$ cat config.mk
export PLATFORM = sky130hd
export DESIGN_NAME = tccw_step
export DESIGN_NICKNAME = d
export VERILOG_FILES = /design/src/sv/assert_macros.svh /design/src/sv/tccw_pkg.sv /design/src/sv/tccw_step.sv
export SDC_FILE = /design/constraint.sdc
export NUM_CORES = 1
export LEC_CHECK = 0
export CAP_MARGIN = 5
export CELL_PAD_IN_SITES_DETAIL_PLACEMENT = 0
export CELL_PAD_IN_SITES_GLOBAL_PLACEMENT = 1
export CORE_MARGIN = 2
export CORE_UTILIZATION = 43
export DETAILED_ROUTE_END_ITERATION = 16
export DONT_BUFFER_PORTS = 1
export PLACE_DENSITY = 0.85
export SETUP_SLACK_MARGIN = 0.2
export SLEW_MARGIN = 5
export SYNTH_ARGS = -nofsm -noshare
export SYNTH_HDL_FRONTEND = slang
export SYNTH_SLANG_ARGS = --single-unit
export TNS_END_PERCENT = 100
$ cat constraint.sdc
create_clock -name vclk -period 13.6
set_input_delay 4.08 -clock vclk [all_inputs]
set_output_delay 4.08 -clock vclk [all_outputs]
set_load 0.05 [all_outputs]
$ cat src/sv/assert_macros.svh
// Assertion macros used by the console RTL.
`ifndef ASSERT_MACROS_SVH
`define ASSERT_MACROS_SVH

// Property checked on every rising clk edge outside reset
`define TCCW_ASSERT(name, prop, msg) \
	name: assert property (@(posedge clk) disable iff (!arst_n) (prop)) else $error(msg);

// Condition that must never hold outside reset
`define TCCW_NEVER(name, expr, msg) \
	name: assert property (@(posedge clk) disable iff (!arst_n) !(expr)) else $error(msg);

`endif

$ cat src/sv/tccw_pkg.sv
// Types, constants and helpers of the text console cursor writer.
package tccw_pkg;

	// Port field widths
	localparam int COL_W  = 7;
	localparam int ROW_W  = 5;
	localparam int CH_W   = 8;
	localparam int LOC_W  = 12;
	localparam int CFG_W  = 8;
	localparam int IDX_CFG_W = 2;

	// Working widths: stored cursor, pre-wrap cursor, effective sizes, linear index
	localparam int SCOL_W = 7;
	localparam int SROW_W = 6;
	localparam int PCOL_W = 8;
	localparam int PROW_W = 7;
	localparam int EROW_W = 7;
	localparam int IDX_W  = 14;

	localparam int TAB_STEP = 4;

	localparam logic [CH_W-1:0] CH_NEWLINE = 8'd10;
	localparam logic [CH_W-1:0] CH_TAB     = 8'd9;
	localparam logic [CH_W-1:0] CH_SPACE   = 8'd32;
	localparam logic [CH_W-1:0] RESET_ATTR = 8'h07;

	// Configuration register indexes
	localparam logic [IDX_CFG_W-1:0] REG_TEXT_ATTR   = 2'd0;
	localparam logic [IDX_CFG_W-1:0] REG_CURSOR_ATTR = 2'd1;
	localparam logic [IDX_CFG_W-1:0] REG_COLUMNS     = 2'd2;
	localparam logic [IDX_CFG_W-1:0] REG_ROWS        = 2'd3;

	typedef enum logic [2:0] {
		MODE_PUT   = 3'd0,
		MODE_BS    = 3'd1,
		MODE_CLEAR = 3'd2,
		MODE_MOVE  = 3'd3,
		MODE_SHOW  = 3'd4,
		MODE_HIDE  = 3'd5,
		MODE_READ  = 3'd6
	} mode_t;

	typedef enum logic [1:0] {
		ST_INIT,
		ST_IDLE,
		ST_SWEEP,
		ST_RENDER
	} state_t;

	// One screen cell: attribute in the upper byte
	typedef struct packed {
		logic [CH_W-1:0] attr;
		logic [CH_W-1:0] ch;
	} cell_t;

	// Outcome of the first step of a request
	typedef struct packed {
		logic [SCOL_W-1:0] col;
		logic [SROW_W-1:0] row;
		logic              clr;
		logic              render;
		logic              vis;
		logic              hide;
		logic              we;
		logic              rd;
		cell_t             wdata;
		logic [IDX_W-1:0]  idx;
	} act_t;

	// Linear cell index row*cols+col
	function automatic logic [IDX_W-1:0] lin_idx(input logic [PROW_W-1:0] r,
			input logic [PCOL_W-1:0] c, input logic [PCOL_W-1:0] cols);
		logic [PROW_W+PCOL_W-1:0] p;
		logic [PROW_W+PCOL_W-1:0] s;
		p = (PROW_W+PCOL_W)'(r) * (PROW_W+PCOL_W)'(cols);
		s = p + (PROW_W+PCOL_W)'(c);
		return s[IDX_W-1:0];
	endfunction

endpackage

$ cat src/sv/tccw_step.sv
// First step of a request: cell write or read address, cursor move and wrap.
module tccw_step
	import tccw_pkg::*;
(
	input  logic [2:0]        mode,
	input  logic [CH_W-1:0]   char_code,
	input  logic [COL_W-1:0]  column,
	input  logic [ROW_W-1:0]  row,
	input  logic [SCOL_W-1:0] cur_col,
	input  logic [SROW_W-1:0] cur_row,
	input  logic [PCOL_W-1:0] eff_cols,
	input  logic [EROW_W-1:0] eff_rows,
	input  logic              visible,
	input  logic [CH_W-1:0]   text_attr,
	input  logic [CH_W-1:0]   cursor_attr,
	output act_t              act
);

	logic [PCOL_W-1:0] pc;
	logic [PROW_W-1:0] pr;
	logic [PCOL_W-1:0] wc;
	logic [PROW_W-1:0] wr;
	logic [PROW_W-1:0] op_row;
	logic [PCOL_W-1:0] op_col;
	logic              recal;

	always_comb begin
		pc          = PCOL_W'(cur_col);
		pr          = PROW_W'(cur_row);
		op_row      = PROW_W'(cur_row);
		op_col      = PCOL_W'(cur_col);
		recal       = 1'b0;
		act         = '0;
		act.vis     = visible;
		act.wdata   = '{attr: text_attr, ch: char_code};

		// mode specific move and cell access
		unique case (mode_t'(mode))
			MODE_PUT: begin
				recal = 1'b1;
				if (char_code == CH_NEWLINE) begin
					pr = PROW_W'(cur_row) + 7'd1;
					pc = '0;
				end else if (char_code == CH_TAB) begin
					if (PCOL_W'(cur_col) + PCOL_W'(TAB_STEP + 1) < eff_cols) begin
						pc = PCOL_W'(cur_col) + PCOL_W'(TAB_STEP);
					end
				end else begin
					act.we = 1'b1;
					pc     = PCOL_W'(cur_col) + 8'd1;
				end
			end
			MODE_BS: begin
				recal = 1'b1;
				if (cur_col != '0) begin
					pc        = PCOL_W'(cur_col) - 8'd1;
					op_col    = pc;
					act.we    = 1'b1;
					act.wdata = '{attr: cursor_attr, ch: CH_SPACE};
				end else if (cur_row != '0) begin
					pc = eff_cols - 8'd1;
					pr = PROW_W'(cur_row) - 7'd1;
				end
			end
			MODE_CLEAR: begin
				act.clr = 1'b1;
			end
			MODE_MOVE: begin
				recal = 1'b1;
				pc    = PCOL_W'(column);
				pr    = PROW_W'(row);
			end
			MODE_SHOW: begin
				act.vis = 1'b1;
			end
			MODE_HIDE: begin
				act.vis  = 1'b0;
				act.hide = 1'b1;
				op_row   = eff_rows;
				op_col   = eff_cols;
			end
			MODE_READ: begin
				op_row = PROW_W'(row);
				op_col = PCOL_W'(column);
				act.rd = (PCOL_W'(column) < eff_cols) && (EROW_W'(row) < eff_rows);
			end
			default: begin
			end
		endcase

		// single wrap at the right edge, then saturate
		wc = pc;
		wr = pr;
		if (pc >= eff_cols) begin
			wc = pc - eff_cols;
			wr = pr + 7'd1;
		end
		if (wc >= eff_cols) begin
			wc = eff_cols - 8'd1;
		end
		if (recal && (wr >= eff_rows)) begin
			act.clr = 1'b1;
		end

		// cursor after the request
		if (act.clr) begin
			act.col = '0;
			act.row = '0;
		end else if (recal) begin
			act.col = wc[SCOL_W-1:0];
			act.row = wr[SROW_W-1:0];
		end else begin
			act.col = cur_col;
			act.row = cur_row;
		end

		act.render = (recal || act.clr || (mode_t'(mode) == MODE_SHOW)) && act.vis;
		act.idx    = lin_idx(op_row, op_col, eff_cols);
	end

endmodule

# [Word-level counts from Yosys, hierarchy flattened]
# Index checks and enable logic that the tools add are counted.
[totals] regBits=0 in_bits=68 out_inout_bits=49 elab_cells=64
[op_classes] n_addsub=10 multipliers=1 order_cmp=6 n_eq_ne=8 mux=30 reduce_logical=9
[op_table] operator="2-to-1 mux 8 bit" n=7
[op_table] operator="one-hot mux 8 bit (3 select lines)" n=2
[op_table] operator="2-to-1 mux 7 bit" n=5
[op_table] operator="2-to-1 mux 16 bit" n=2
[op_table] operator="2-to-1 mux 13 bit" n=2
[op_table] operator="one-hot mux 7 bit (3 select lines)" n=1
[op_table] operator="adder 7 x 3 -> 8 bit (second input constant)" n=2
[op_table] operator="equality test 8 x 4 -> 1 bit (second input constant)" n=2
[op_table] operator=">= comparator 8 bit" n=2
[op_table] operator="adder 14 x 8 -> 14 bit" n=1
[op_table] operator="multiplier 7 x 8 -> 14 bit" n=1
[op_table] operator="one-hot mux 7 bit (2 select lines)" n=1
[op_table] operator="equality test 3 bit (second input constant)" n=3
[op_table] operator="adder 7 x 1 -> 8 bit (second input constant)" n=1
[op_table] operator="< comparator 7 x 8 -> 1 bit" n=1
[op_table] operator="< comparator 8 bit" n=1
[op_table] operator="2-to-1 mux 1 bit" n=8
[op_table] operator="subtractor 7 x 1 -> 8 bit (second input constant)" n=1
[op_table] operator="subtractor 8 x 1 -> 8 bit (second input constant)" n=1
[op_table] operator="subtractor 8 bit" n=1
[op_table] operator="adder 6 x 1 -> 7 bit (second input constant)" n=1
[op_table] operator="adder 7 x 1 -> 7 bit (second input constant)" n=1
[op_table] operator=">= comparator 7 bit" n=1
[op_table] operator="< comparator 5 x 7 -> 1 bit" n=1
[op_table] operator="10 further kinds" n=15

# [Longest topological paths before layout]
# Gate-level depths: netlist of run 1.
[logic_depth] ltp_word=14 depth_mapped=32 ltp_nobuf=29

# [Worst setup path before layout of run 1]
# OpenSTA, ideal clock, no wires.
[synth_timing] path_kind="input to output" startpoint="input port cur_col[2]" endpoint="output port act[36] (netlist bit)" arrival_ns=11.064 t_required_ns=9.520 path_slack_ns=-1.544 cell_stages=29 path_cell_list="clkbuf_1 inv_1 ha_1 a21oi_1 nor2_1 xnor2_1 ha_1 and3_1 a221o_1 a211oi_1 mux2i_1 nor2_1 nor2_1 a21oi_1 ha_1 o21a_1 o31ai_1 a21oi_1 o22ai_1 buf_2 mux2_2 ha_1 a21o_1 a21oi_1 o21ai_0 a211oi_1 nor2_1 clkbuf_1 a211oi_1"
[synth_rtl] element="from (decl)" line="tccw_step.sv:9" text="input logic [SCOL_W-1:0] cur_col,"
[synth_rtl] element="to (decl)" line="tccw_step.sv:16" text="output act_t act"

==> impl_metrics.env, run 1 <==
export IMPL_status="finished clean"
export IMPL_synth_top_area_share=0.178
export IMPL_instances_no_fill=1054
export IMPL_peakVddDrop_mv=0.227
export IMPL_ant_nets=0
export IMPL_via_per_inst=6.23
export IMPL_cp_slowest_cell="a221o_2"
export IMPL_antenna_found_initial=0
export IMPL_die_w_um=120
export IMPL_path_class="in -> out"
export IMPL_min_path_cells=1
export IMPL_setup_tns_ns=0
export IMPL_timing_fmax_ghz=0.0736
export IMPL_fp_row_count=42
export IMPL_layout_nets=1067
export IMPL_wire_per_inst_um=20.8
export IMPL_p_int_uw=342
export IMPL_leakage_uw=0.00333
export IMPL_pwr_share_clk=0
export IMPL_ys_seq_area_frac=0
export IMPL_hold_viol=0
export IMPL_diodes=0
export IMPL_nClkBuffers=0
export IMPL_tightest_slew_ns=1.00
export IMPL_seq_power_share=0
export IMPL_min_period_over_period=0.999
export IMPL_rsz0062_at_grt="yes"
export IMPL_io_pins=117
export IMPL_swShare=0.618
export IMPL_area_growth_pct=26.3
export IMPL_mostFrequentLayoutCells="buf_4 (97), inv_1 (85), ha_1 (76), nor2_1 (65), nand2_1 (61)"
export IMPL_maxSlewViolCount=0
export IMPL_port_buffers=0
export IMPL_wl_met3_mm=1.91
export IMPL_place_inst=1023
export IMPL_place_hpwl_mm=17.2
export IMPL_cp_required_ns=9.52
export IMPL_relSlewSlack=0.327
export IMPL_drt_met1_wl_mm=8.55
export IMPL_firstDrtPassIters=8
export IMPL_gp_congestion=1.02
export IMPL_grt_pass1_vias=6551
export IMPL_ys_types=85
export IMPL_power_switching_uw=552
export IMPL_dieHeight_um=120
export IMPL_cpLargestDelayFamily="compound AO/OA/AOI/OAI gates"
export IMPL_synth_cell_area_mm2=0.00576
export IMPL_comb_power_share=1.000
export IMPL_cp_arrival_ns=9.51
export IMPL_hold_path_class="in -> out"
export IMPL_crit_buf_inv=6
export IMPL_cp_max_fo=12
export IMPL_postCtsHoldBufs=0
export IMPL_syn_avg_cell_area_um2=7.17
export IMPL_seq_cells=0
export IMPL_setup_viol=0
export IMPL_routed_top_layer="met4"
export IMPL_finalWirelength_mm=21.9
export IMPL_start_util=0.438
export IMPL_track_usage=0.297
export IMPL_grt_pass1_wl_mm=34.5
export IMPL_cpPeakStageDelay_ns=0.39
export IMPL_yosys_area_top_type="ha_1"
export IMPL_synth_fp_nets=990
export IMPL_critPathCaptureType="output port"
export IMPL_synthCells=803
export IMPL_dr_total_vias=6565
export IMPL_dr_first_iter_drc_count=585
export IMPL_crit_path_frequent_cell="nor2_1"
export IMPL_path_depth=32
export IMPL_synth_area_leaders="ha_1 (18%), fa_1 (13%), inv_1 (5.6%)"
export IMPL_overflow=0
export IMPL_drc=0
export IMPL_min_delay_start="cur_col[6]"
export IMPL_regArea_um2=0
export IMPL_layout_commonest_cell="buf_4"
export IMPL_period_minus_slack_ns=13.59
export IMPL_powerDensity_mw_per_mm2=123
export IMPL_fillers=1274
export IMPL_hold_path_end="act[48]"
export IMPL_grt_max_degree=41
export IMPL_die_area_mm2=0.0143
export IMPL_core_area_mm2=0.0131
export IMPL_drv_cap=0
export IMPL_wl_met2_mm=10.1
export IMPL_drive_gt1_frac=0.235
export IMPL_crit_path_start_kind="primary input"
export IMPL_ys_warn_count=0
[cells by family (layout without fill, tap and decap cells)]
logic type / after synthesis / count (layout) / synth area share
buffers and inverters: 127 / 201 / 0.0869
muxes: 16 / 16 / 0.0302
adders and majority gates: 119 / 119 / 0.307
and+or+nand+nor: 288 / 288 / 0.263
xor gates and xnor gates: 32 / 32 / 0.0487
AOI/OAI and AO/OA: 221 / 222 / 0.264
[worst max path at each step]
stage | startpoint | to | slack, ns
after floorplan | cur_col[2] | act[46] | 0.21
after global placement | cur_col[0] | act[43] | 0.13
after detailed placement | cur_col[0] | act[44] | 0.03
after CTS | cur_col[2] | act[44] | 0.20
after global routing | cur_col[0] | act[44] | -0.17
final | cur_col[2] | act[43] | 0.009
[synth_stat cells (all sizes together) (6+ instances only)]
master,n
o22ai,9
mux2,11
or3,6
o21a,11
nand3,20
o211ai,11
buf,13
a211oi,15
a221oi,6
nand2,62
nor3,24
inv,87
nand2b,19
and2,38
o21ai,47
ha,82
a21oi,48
nor4,7
nor2b,13
fa,37
clkbuf,26
xor2,10
a21o,16
xnor2,22
nor2,68
[metal layers]
metal | vias up | GRT usage
met4 | 0 | 0.163
met3 | 94 | 0.0433
met5 | - | 0
met1 | 3124 | 0.380
met2 | 344 | 0.480
li1 | 3003 | -
[layout make-up]
class / instances / area [µm²] / share of cell area
Timing Repair Buffer: 113 / 1020 / 0.140
Multi-Input combinational cell: 677 / 5700 / 0.783
Inverter: 88 / 335 / 0.0461
Tap cell: 176 / 220 / 0.0303
[power groups by stage]
stage | Clock (µW) | Combinational, µW | Sequential (µW)
2_1_floorplan | 0 | 643 | 0
3_3_place_gp | 0 | 844 | 0
3_5_place_dp | 0 | 857 | 0
4_1_cts | 0 | 871 | 0
5_1_grt | 0 | 967 | 0
6_report | 0 | 894 | 0
[stage by stage]
step / power, µW / hold WS (ns) / area (µm²) / setup slack [ns] / utilization
6_report: 894 / 8.38 / 7280 / 0.00872 / 0.554
5_1_grt: 967 / 8.38 / 7280 / -0.171 / 0.554
4_1_cts: 871 / 8.42 / 6970 / 0.202 / 0.531
3_5_place_dp: 857 / 8.43 / 6750 / 0.0334 / 0.514
3_3_place_gp: 844 / 8.42 / 6750 / 0.129 / 0.514
2_1_floorplan: 643 / 8.44 / 5940 / 0.209 / -
[timing repair]
| action | 4_1_cts | 5_1_grt |
|---|---|---|
| gates resized for setup | 14 | 43 |
| pin swaps | 23 | 34 |
| setup buffers | 19 | 11 |
| setup endpoints to repair | 13 | 18 |
| gates cloned | 0 | 1 |
(Power assumes the default switching activity.)
==> run 2: changes to the inputs <==
--- a/config.mk
+++ b/config.mk
@@ -5,6 +5,7 @@
 export SDC_FILE = /design/constraint.sdc
 export NUM_CORES = 1
 export LEC_CHECK = 0
+export ABC_AREA = 1
 export CAP_MARGIN = 5
 export CELL_PAD_IN_SITES_DETAIL_PLACEMENT = 0
 export CELL_PAD_IN_SITES_GLOBAL_PLACEMENT = 1
@@ -12,7 +13,7 @@
 export CORE_UTILIZATION = 43
 export DETAILED_ROUTE_END_ITERATION = 16
 export DONT_BUFFER_PORTS = 1
-export PLACE_DENSITY = 0.85
+export PLACE_DENSITY = 0.87
 export SETUP_SLACK_MARGIN = 0.2
 export SLEW_MARGIN = 5
 export SYNTH_ARGS = -nofsm -noshare
==> run 2 against run 1 <==
  * Final cell count rose by 3.6%
  * Core utilization fell by 7.2 points
  * Worst hold slack improved by 0.0092 ns
  * Global-route usage fell by 5.8 points
  * Synthesized cell count rose by 12%
  * Synthesized area fell by 2.0%
  * Total power fell by 15%
  * Critical path type unchanged
  * Largest power group unchanged
==> impl_metrics.env, run 2 <==
export IMPL_cpLargestDelayFamily="adder cells"
export IMPL_hold_path_class="in -> out"
export IMPL_synth_cell_area_mm2=0.00564
export IMPL_ant_nets=0
export IMPL_relSlewSlack=0.269
export IMPL_crit_end="act[11]"
export IMPL_dr_total_vias=5920
export IMPL_synthCells=903
export IMPL_cpPeakStageDelay_ns=0.55
export IMPL_drive_gt1_frac=0.118
export IMPL_nClkBuffers=0
export IMPL_period_minus_slack_ns=13.06
export IMPL_finalWirelength_mm=17.3
export IMPL_leakage_uw=0.00329
export IMPL_place_hpwl_mm=14.6
export IMPL_hold_viol=0
export IMPL_crit_path_frequent_cell="fa_1"
export IMPL_grt_max_degree=22
export IMPL_yosysMostFrequentCell="nand2_1"
export IMPL_setup_viol=0
export IMPL_critPathCaptureType="output port"
export IMPL_crit_path_start_kind="primary input"
export IMPL_cp_arrival_ns=8.98
export IMPL_setup_tns_ns=0
export IMPL_fin_util=0.482
export IMPL_synthTopCellsByCount="nand2_1 (207), inv_1 (151), nor2_1 (84)"
export IMPL_via_per_inst=5.42
export IMPL_die_area_mm2=0.0141
export IMPL_synth_fp_nets=1090
export IMPL_ys_seq_area_frac=0
export IMPL_area_growth_pct=8.58
export IMPL_p_total_uw=760
export IMPL_peakVddDrop_mv=0.230
export IMPL_grt_pass1_wl_mm=27.9
export IMPL_grt_pass1_vias=5584
export IMPL_port_buffers=0
export IMPL_regArea_um2=0
export IMPL_die_w_um=119
export IMPL_yosys_area_top_type="ha_1"
export IMPL_gp_congestion=0.969
export IMPL_synth_top_area_share=0.182
export IMPL_dr_first_iter_drc_count=451
export IMPL_pwr_share_clk=0
export IMPL_place_area_mm2=0.00603
export IMPL_p_int_uw=243
export IMPL_power_switching_uw=517
export IMPL_wire_per_inst_um=15.9
export IMPL_min_period_over_period=0.961
export IMPL_path_cells="inv_2 -> nor2_4 -> inv_2 -> nor2_4 -> inv_2 -> nand2_2 -> inv_1 -> a21oi_4 -> inv_1 -> nand2_1 -> fa_1 -> fa_1 -> inv_1 -> fa_1 -> fa_1 -> ha_1 -> a21oi_1 -> o21ai_0 -> a21o_1 -> nand2_1 -> nand2_1 -> a21oi_1 -> xnor2_1 -> buf_4"
export IMPL_drv_cap=0
export IMPL_timing_fmax_ghz=0.0765
export IMPL_start_util=0.444
export IMPL_rsz0062_at_grt="yes"
export IMPL_overflow=0
export IMPL_postCtsHoldBufs=0
export IMPL_fp_row_count=41
export IMPL_diodes=0
export IMPL_crit_buf_inv=7
export IMPL_status="finished clean"
export IMPL_antenna_found_initial=0
export IMPL_crit_start="mode[1]"
export IMPL_layout_nets=1109
export IMPL_ys_warn_count=0
export IMPL_track_usage=0.239
export IMPL_io_pins=117
export IMPL_cp_required_ns=9.52
export IMPL_synth_area_leaders="ha_1 (18%), nand2_1 (14%), fa_1 (13%)"
export IMPL_stdcell_area_mm2=0.00613
export IMPL_cp_slowest_cell="fa_1"
export IMPL_maxSlewViolCount=0
export IMPL_fillers=1365
export IMPL_mostFrequentLayoutCells="nand2_1 (205), inv_1 (150), nor2_1 (84), ha_1 (82), a21oi_1 (58)"
export IMPL_comb_power_share=1.000
export IMPL_seq_cells=0
export IMPL_seq_power_share=0
export IMPL_powerDensity_mw_per_mm2=124
export IMPL_syn_avg_cell_area_um2=6.25
export IMPL_cp_max_fo=9
export IMPL_path_class="in -> out"
export IMPL_layout_commonest_cell="nand2_1"
export IMPL_swShare=0.681
export IMPL_firstDrtPassIters=5
export IMPL_drc=0
export IMPL_multiInputGateArea_mm2=0.00491
export IMPL_path_depth=24
export IMPL_dieHeight_um=119
export IMPL_tightest_slew_ns=1.09
export IMPL_core_area_mm2=0.0127
export IMPL_ys_types=51
## run 2: routing by layer
| layer | vias up | global-route usage | routed length [µm] |
|---|---|---|---|
| met2 | 268 | 0.392 | 7740 |
| met3 | 37 | 0.0386 | 1550 |
| met1 | 2666 | 0.329 | 7600 |
| met4 | 0 | 0.0506 | 455 |
| met5 | - | 0 | 0 |
| li1 | 2949 | - | - |
## run 2: power groups by stage
stage,sequential [µW],clock (µW),combinational [µW]
final,0,0,760
after global routing,0,0,827
after floorplan,0,0,584
after CTS,0,0,753
after detailed placement,0,0,750
after global placement,0,0,747
## run 2: kinds of logic after synthesis
logic type	share of synthesized area
and+or+nand+nor	0.312
buffers and inverters	0.140
AOI/OAI and AO/OA	0.170
adders and majority gates	0.313
xor gates and xnor gates	0.0652
## run 2: repair_timing
item,CTS,global route
setup endpoints to repair,0,13
buffers inserted,0,4
gates resized for setup,0,16
## run 2: cell type report
cell class         count  share of cell area
well taps            172              0.0351
repair buffers        39              0.0566
inverters            173               0.106
multi-input cells    708               0.802
## run 2: how the worst min path moves through the flow
stage / cells past startpoint / end / from / slack, ns
detailed placement: 2 / act[17] / char_code[3] / 8.38
global route: 2 / act[17] / char_code[3] / 8.41
CTS: 2 / act[17] / char_code[3] / 8.38
global placement: 2 / act[17] / char_code[3] / 8.38
floorplan: 2 / act[32] / mode[0] / 8.35
finish: 2 / act[17] / char_code[3] / 8.38
## run 2: stage by stage
stage                     setup slack [ns]  instances  hold WS [ns]
after detailed placement             0.475       1087          8.38
after global routing                 0.149       1092          8.41
after global placement               0.486       1087          8.38
after floorplan                      0.156        903          8.35
after CTS                            0.467       1087          8.38
final                                0.536       1092          8.38
==> run 3: changes to the inputs <==
--- a/config.mk
+++ b/config.mk
@@ -5,7 +5,6 @@
 export SDC_FILE = /design/constraint.sdc
 export NUM_CORES = 1
 export LEC_CHECK = 0
-export ABC_AREA = 1
 export CAP_MARGIN = 5
 export CELL_PAD_IN_SITES_DETAIL_PLACEMENT = 0
 export CELL_PAD_IN_SITES_GLOBAL_PLACEMENT = 1
@@ -13,7 +12,7 @@
 export CORE_UTILIZATION = 43
 export DETAILED_ROUTE_END_ITERATION = 16
 export DONT_BUFFER_PORTS = 1
-export PLACE_DENSITY = 0.87
+export PLACE_DENSITY_LB_ADDON = 0.3
 export SETUP_SLACK_MARGIN = 0.2
 export SLEW_MARGIN = 5
 export SYNTH_ARGS = -nofsm -noshare
==> run 3 against run 2 <==
  * Core utilization grew 6.2 points
  * Final cell count decreased by 4.1%
  * Largest cell class unchanged
  * Wire length rose by 36%
  * Die area up 2.0%
  * Critical path type unchanged
  * Largest power group unchanged
  * Fmax shrank 3.7%
  * Global-route usage rose by 8.6 points
==> impl_metrics.env, run 3 (synthesized netlist as in run 1, its figures left out) <==
export IMPL_status="finished clean"
export IMPL_setup_ws_ns=0.0356
export IMPL_p_total_uw=884
export IMPL_min_delay_start="cur_col[5]"
export IMPL_cp_max_fo=12
export IMPL_port_buffers=0
export IMPL_gp_congestion=0.975
export IMPL_p_int_uw=328
export IMPL_antenna_found_initial=0
export IMPL_track_usage=0.324
export IMPL_peakVddDrop_mv=0.277
export IMPL_core_area_mm2=0.0131
export IMPL_routed_top_layer="met4"
export IMPL_leakage_uw=0.00326
export IMPL_grt_pass1_wl_mm=36.6
export IMPL_cp_slowest_cell="a221o_2"
export IMPL_setup_tns_ns=0
export IMPL_comb_power_share=1.000
export IMPL_grt_max_degree=41
export IMPL_die_area_mm2=0.0143
export IMPL_via_per_inst=6.24
export IMPL_area_growth_pct=24.1
export IMPL_maxSlewViolCount=0
export IMPL_period_minus_slack_ns=13.56
export IMPL_path_class="in -> out"
export IMPL_dr_first_iter_drc_count=588
export IMPL_fillers=1317
export IMPL_firstDrtPassIters=5
export IMPL_hold_path_class="in -> out"
export IMPL_drv_cap=0
export IMPL_relSlewSlack=0.364
export IMPL_tightest_slew_ns=0.947
export IMPL_drt_met1_wl_mm=9.09
export IMPL_hold_viol=0
export IMPL_crit_start="cur_col[2]"
export IMPL_die_w_um=120
export IMPL_critPathCaptureType="output port"
export IMPL_dieHeight_um=120
export IMPL_ant_nets=0
export IMPL_wl_met3_mm=2.03
export IMPL_powerDensity_mw_per_mm2=124
export IMPL_mostFrequentLayoutCells="buf_4 (89), inv_1 (85), ha_1 (78), nand2_1 (62), nor2_1 (61)"
export IMPL_dr_total_vias=6532
export IMPL_swShare=0.628
export IMPL_overflow=0
export IMPL_min_path_cells=1
export IMPL_place_hpwl_mm=19.1
export IMPL_grt_pass1_vias=6546
export IMPL_cp_required_ns=9.52
export IMPL_start_util=0.438
export IMPL_setup_viol=0
export IMPL_hold_path_end="act[47]"
export IMPL_power_switching_uw=555
export IMPL_finalWirelength_mm=23.6
export IMPL_crit_path_frequent_cell="ha_1"
export IMPL_timing_fmax_ghz=0.0737
export IMPL_cpPeakStageDelay_ns=0.40
export IMPL_min_period_over_period=0.997
export IMPL_crit_path_start_kind="primary input"
export IMPL_rsz0062_at_grt="yes"
export IMPL_pwr_share_clk=0
export IMPL_wl_met2_mm=11.6
export IMPL_diodes=0
export IMPL_wire_per_inst_um=22.6
export IMPL_drive_gt1_frac=0.223
export IMPL_io_pins=117
export IMPL_nClkBuffers=0
export IMPL_seq_power_share=0
export IMPL_layout_commonest_cell="buf_4"
export IMPL_layout_nets=1060
export IMPL_drc=0
export IMPL_cp_arrival_ns=9.48
export IMPL_fp_row_count=42
export IMPL_dpl_worst_slack_ns=0.0156
export IMPL_regArea_um2=0
export IMPL_seq_cells=0
-- run 3: layout make-up --
type | instances | area (µm²) | share of cell area
inverters | 88 | 333 | 0.0466
multi-input cells | 677 | 5630 | 0.787
well taps | 176 | 220 | 0.0308
repair buffers | 106 | 968 | 0.135
-- run 3: repair_timing --
action	in CTS	in global routing
endpoints found under the setup margin	13	18
hold buffers	0	0
resized for setup	15	36
pin swaps	21	23
setup buffers	8	5
cloned	0	1
-- run 3: per-layer routing --
layer,GRT usage,vias up
met2,0.576,319
met5,0,-
met4,0.110,0
met1,0.396,3160
li1,-,2995
met3,0.0532,58
-- run 3: worst max-delay path by stage --
stage,to,slack [ns]
floorplan,act[46],0.21
global placement,act[43],0.16
detailed placement,act[43],0.02
CTS,act[43],0.19
global route,act[43],-0.21
finish,act[43],0.04
-- run 3: metrics by stage --
step                      hold slack, ns   util  cell area, µm²  std cells
after floorplan                     8.44      -            5940        803
after global placement              8.42  0.517            6800       1033
after detailed placement            8.43  0.517            6800       1033
after CTS                           8.36  0.528            6940       1041
after global routing                8.37  0.544            7150       1047
final                               8.37  0.544            7150       1047
-- run 3: power by group through the flow --
stage	registers, µW	clock network, µW	logic (µW)
after floorplan	0	0	643
after global placement	0	0	850
after detailed placement	0	0	859
after CTS	0	0	871
after global routing	0	0	960
final	0	0	884
-- run 3: critical path: cells and delay by family --
family | cells | cell delay (ns)
fa+ha+maj | 4 | 1.12
mux | 1 | 0.25
buf+inv | 4 | 0.48
simple gates | 8 | 0.92
compound gates | 12 | 2.29
xor+xnor | 2 | 0.32
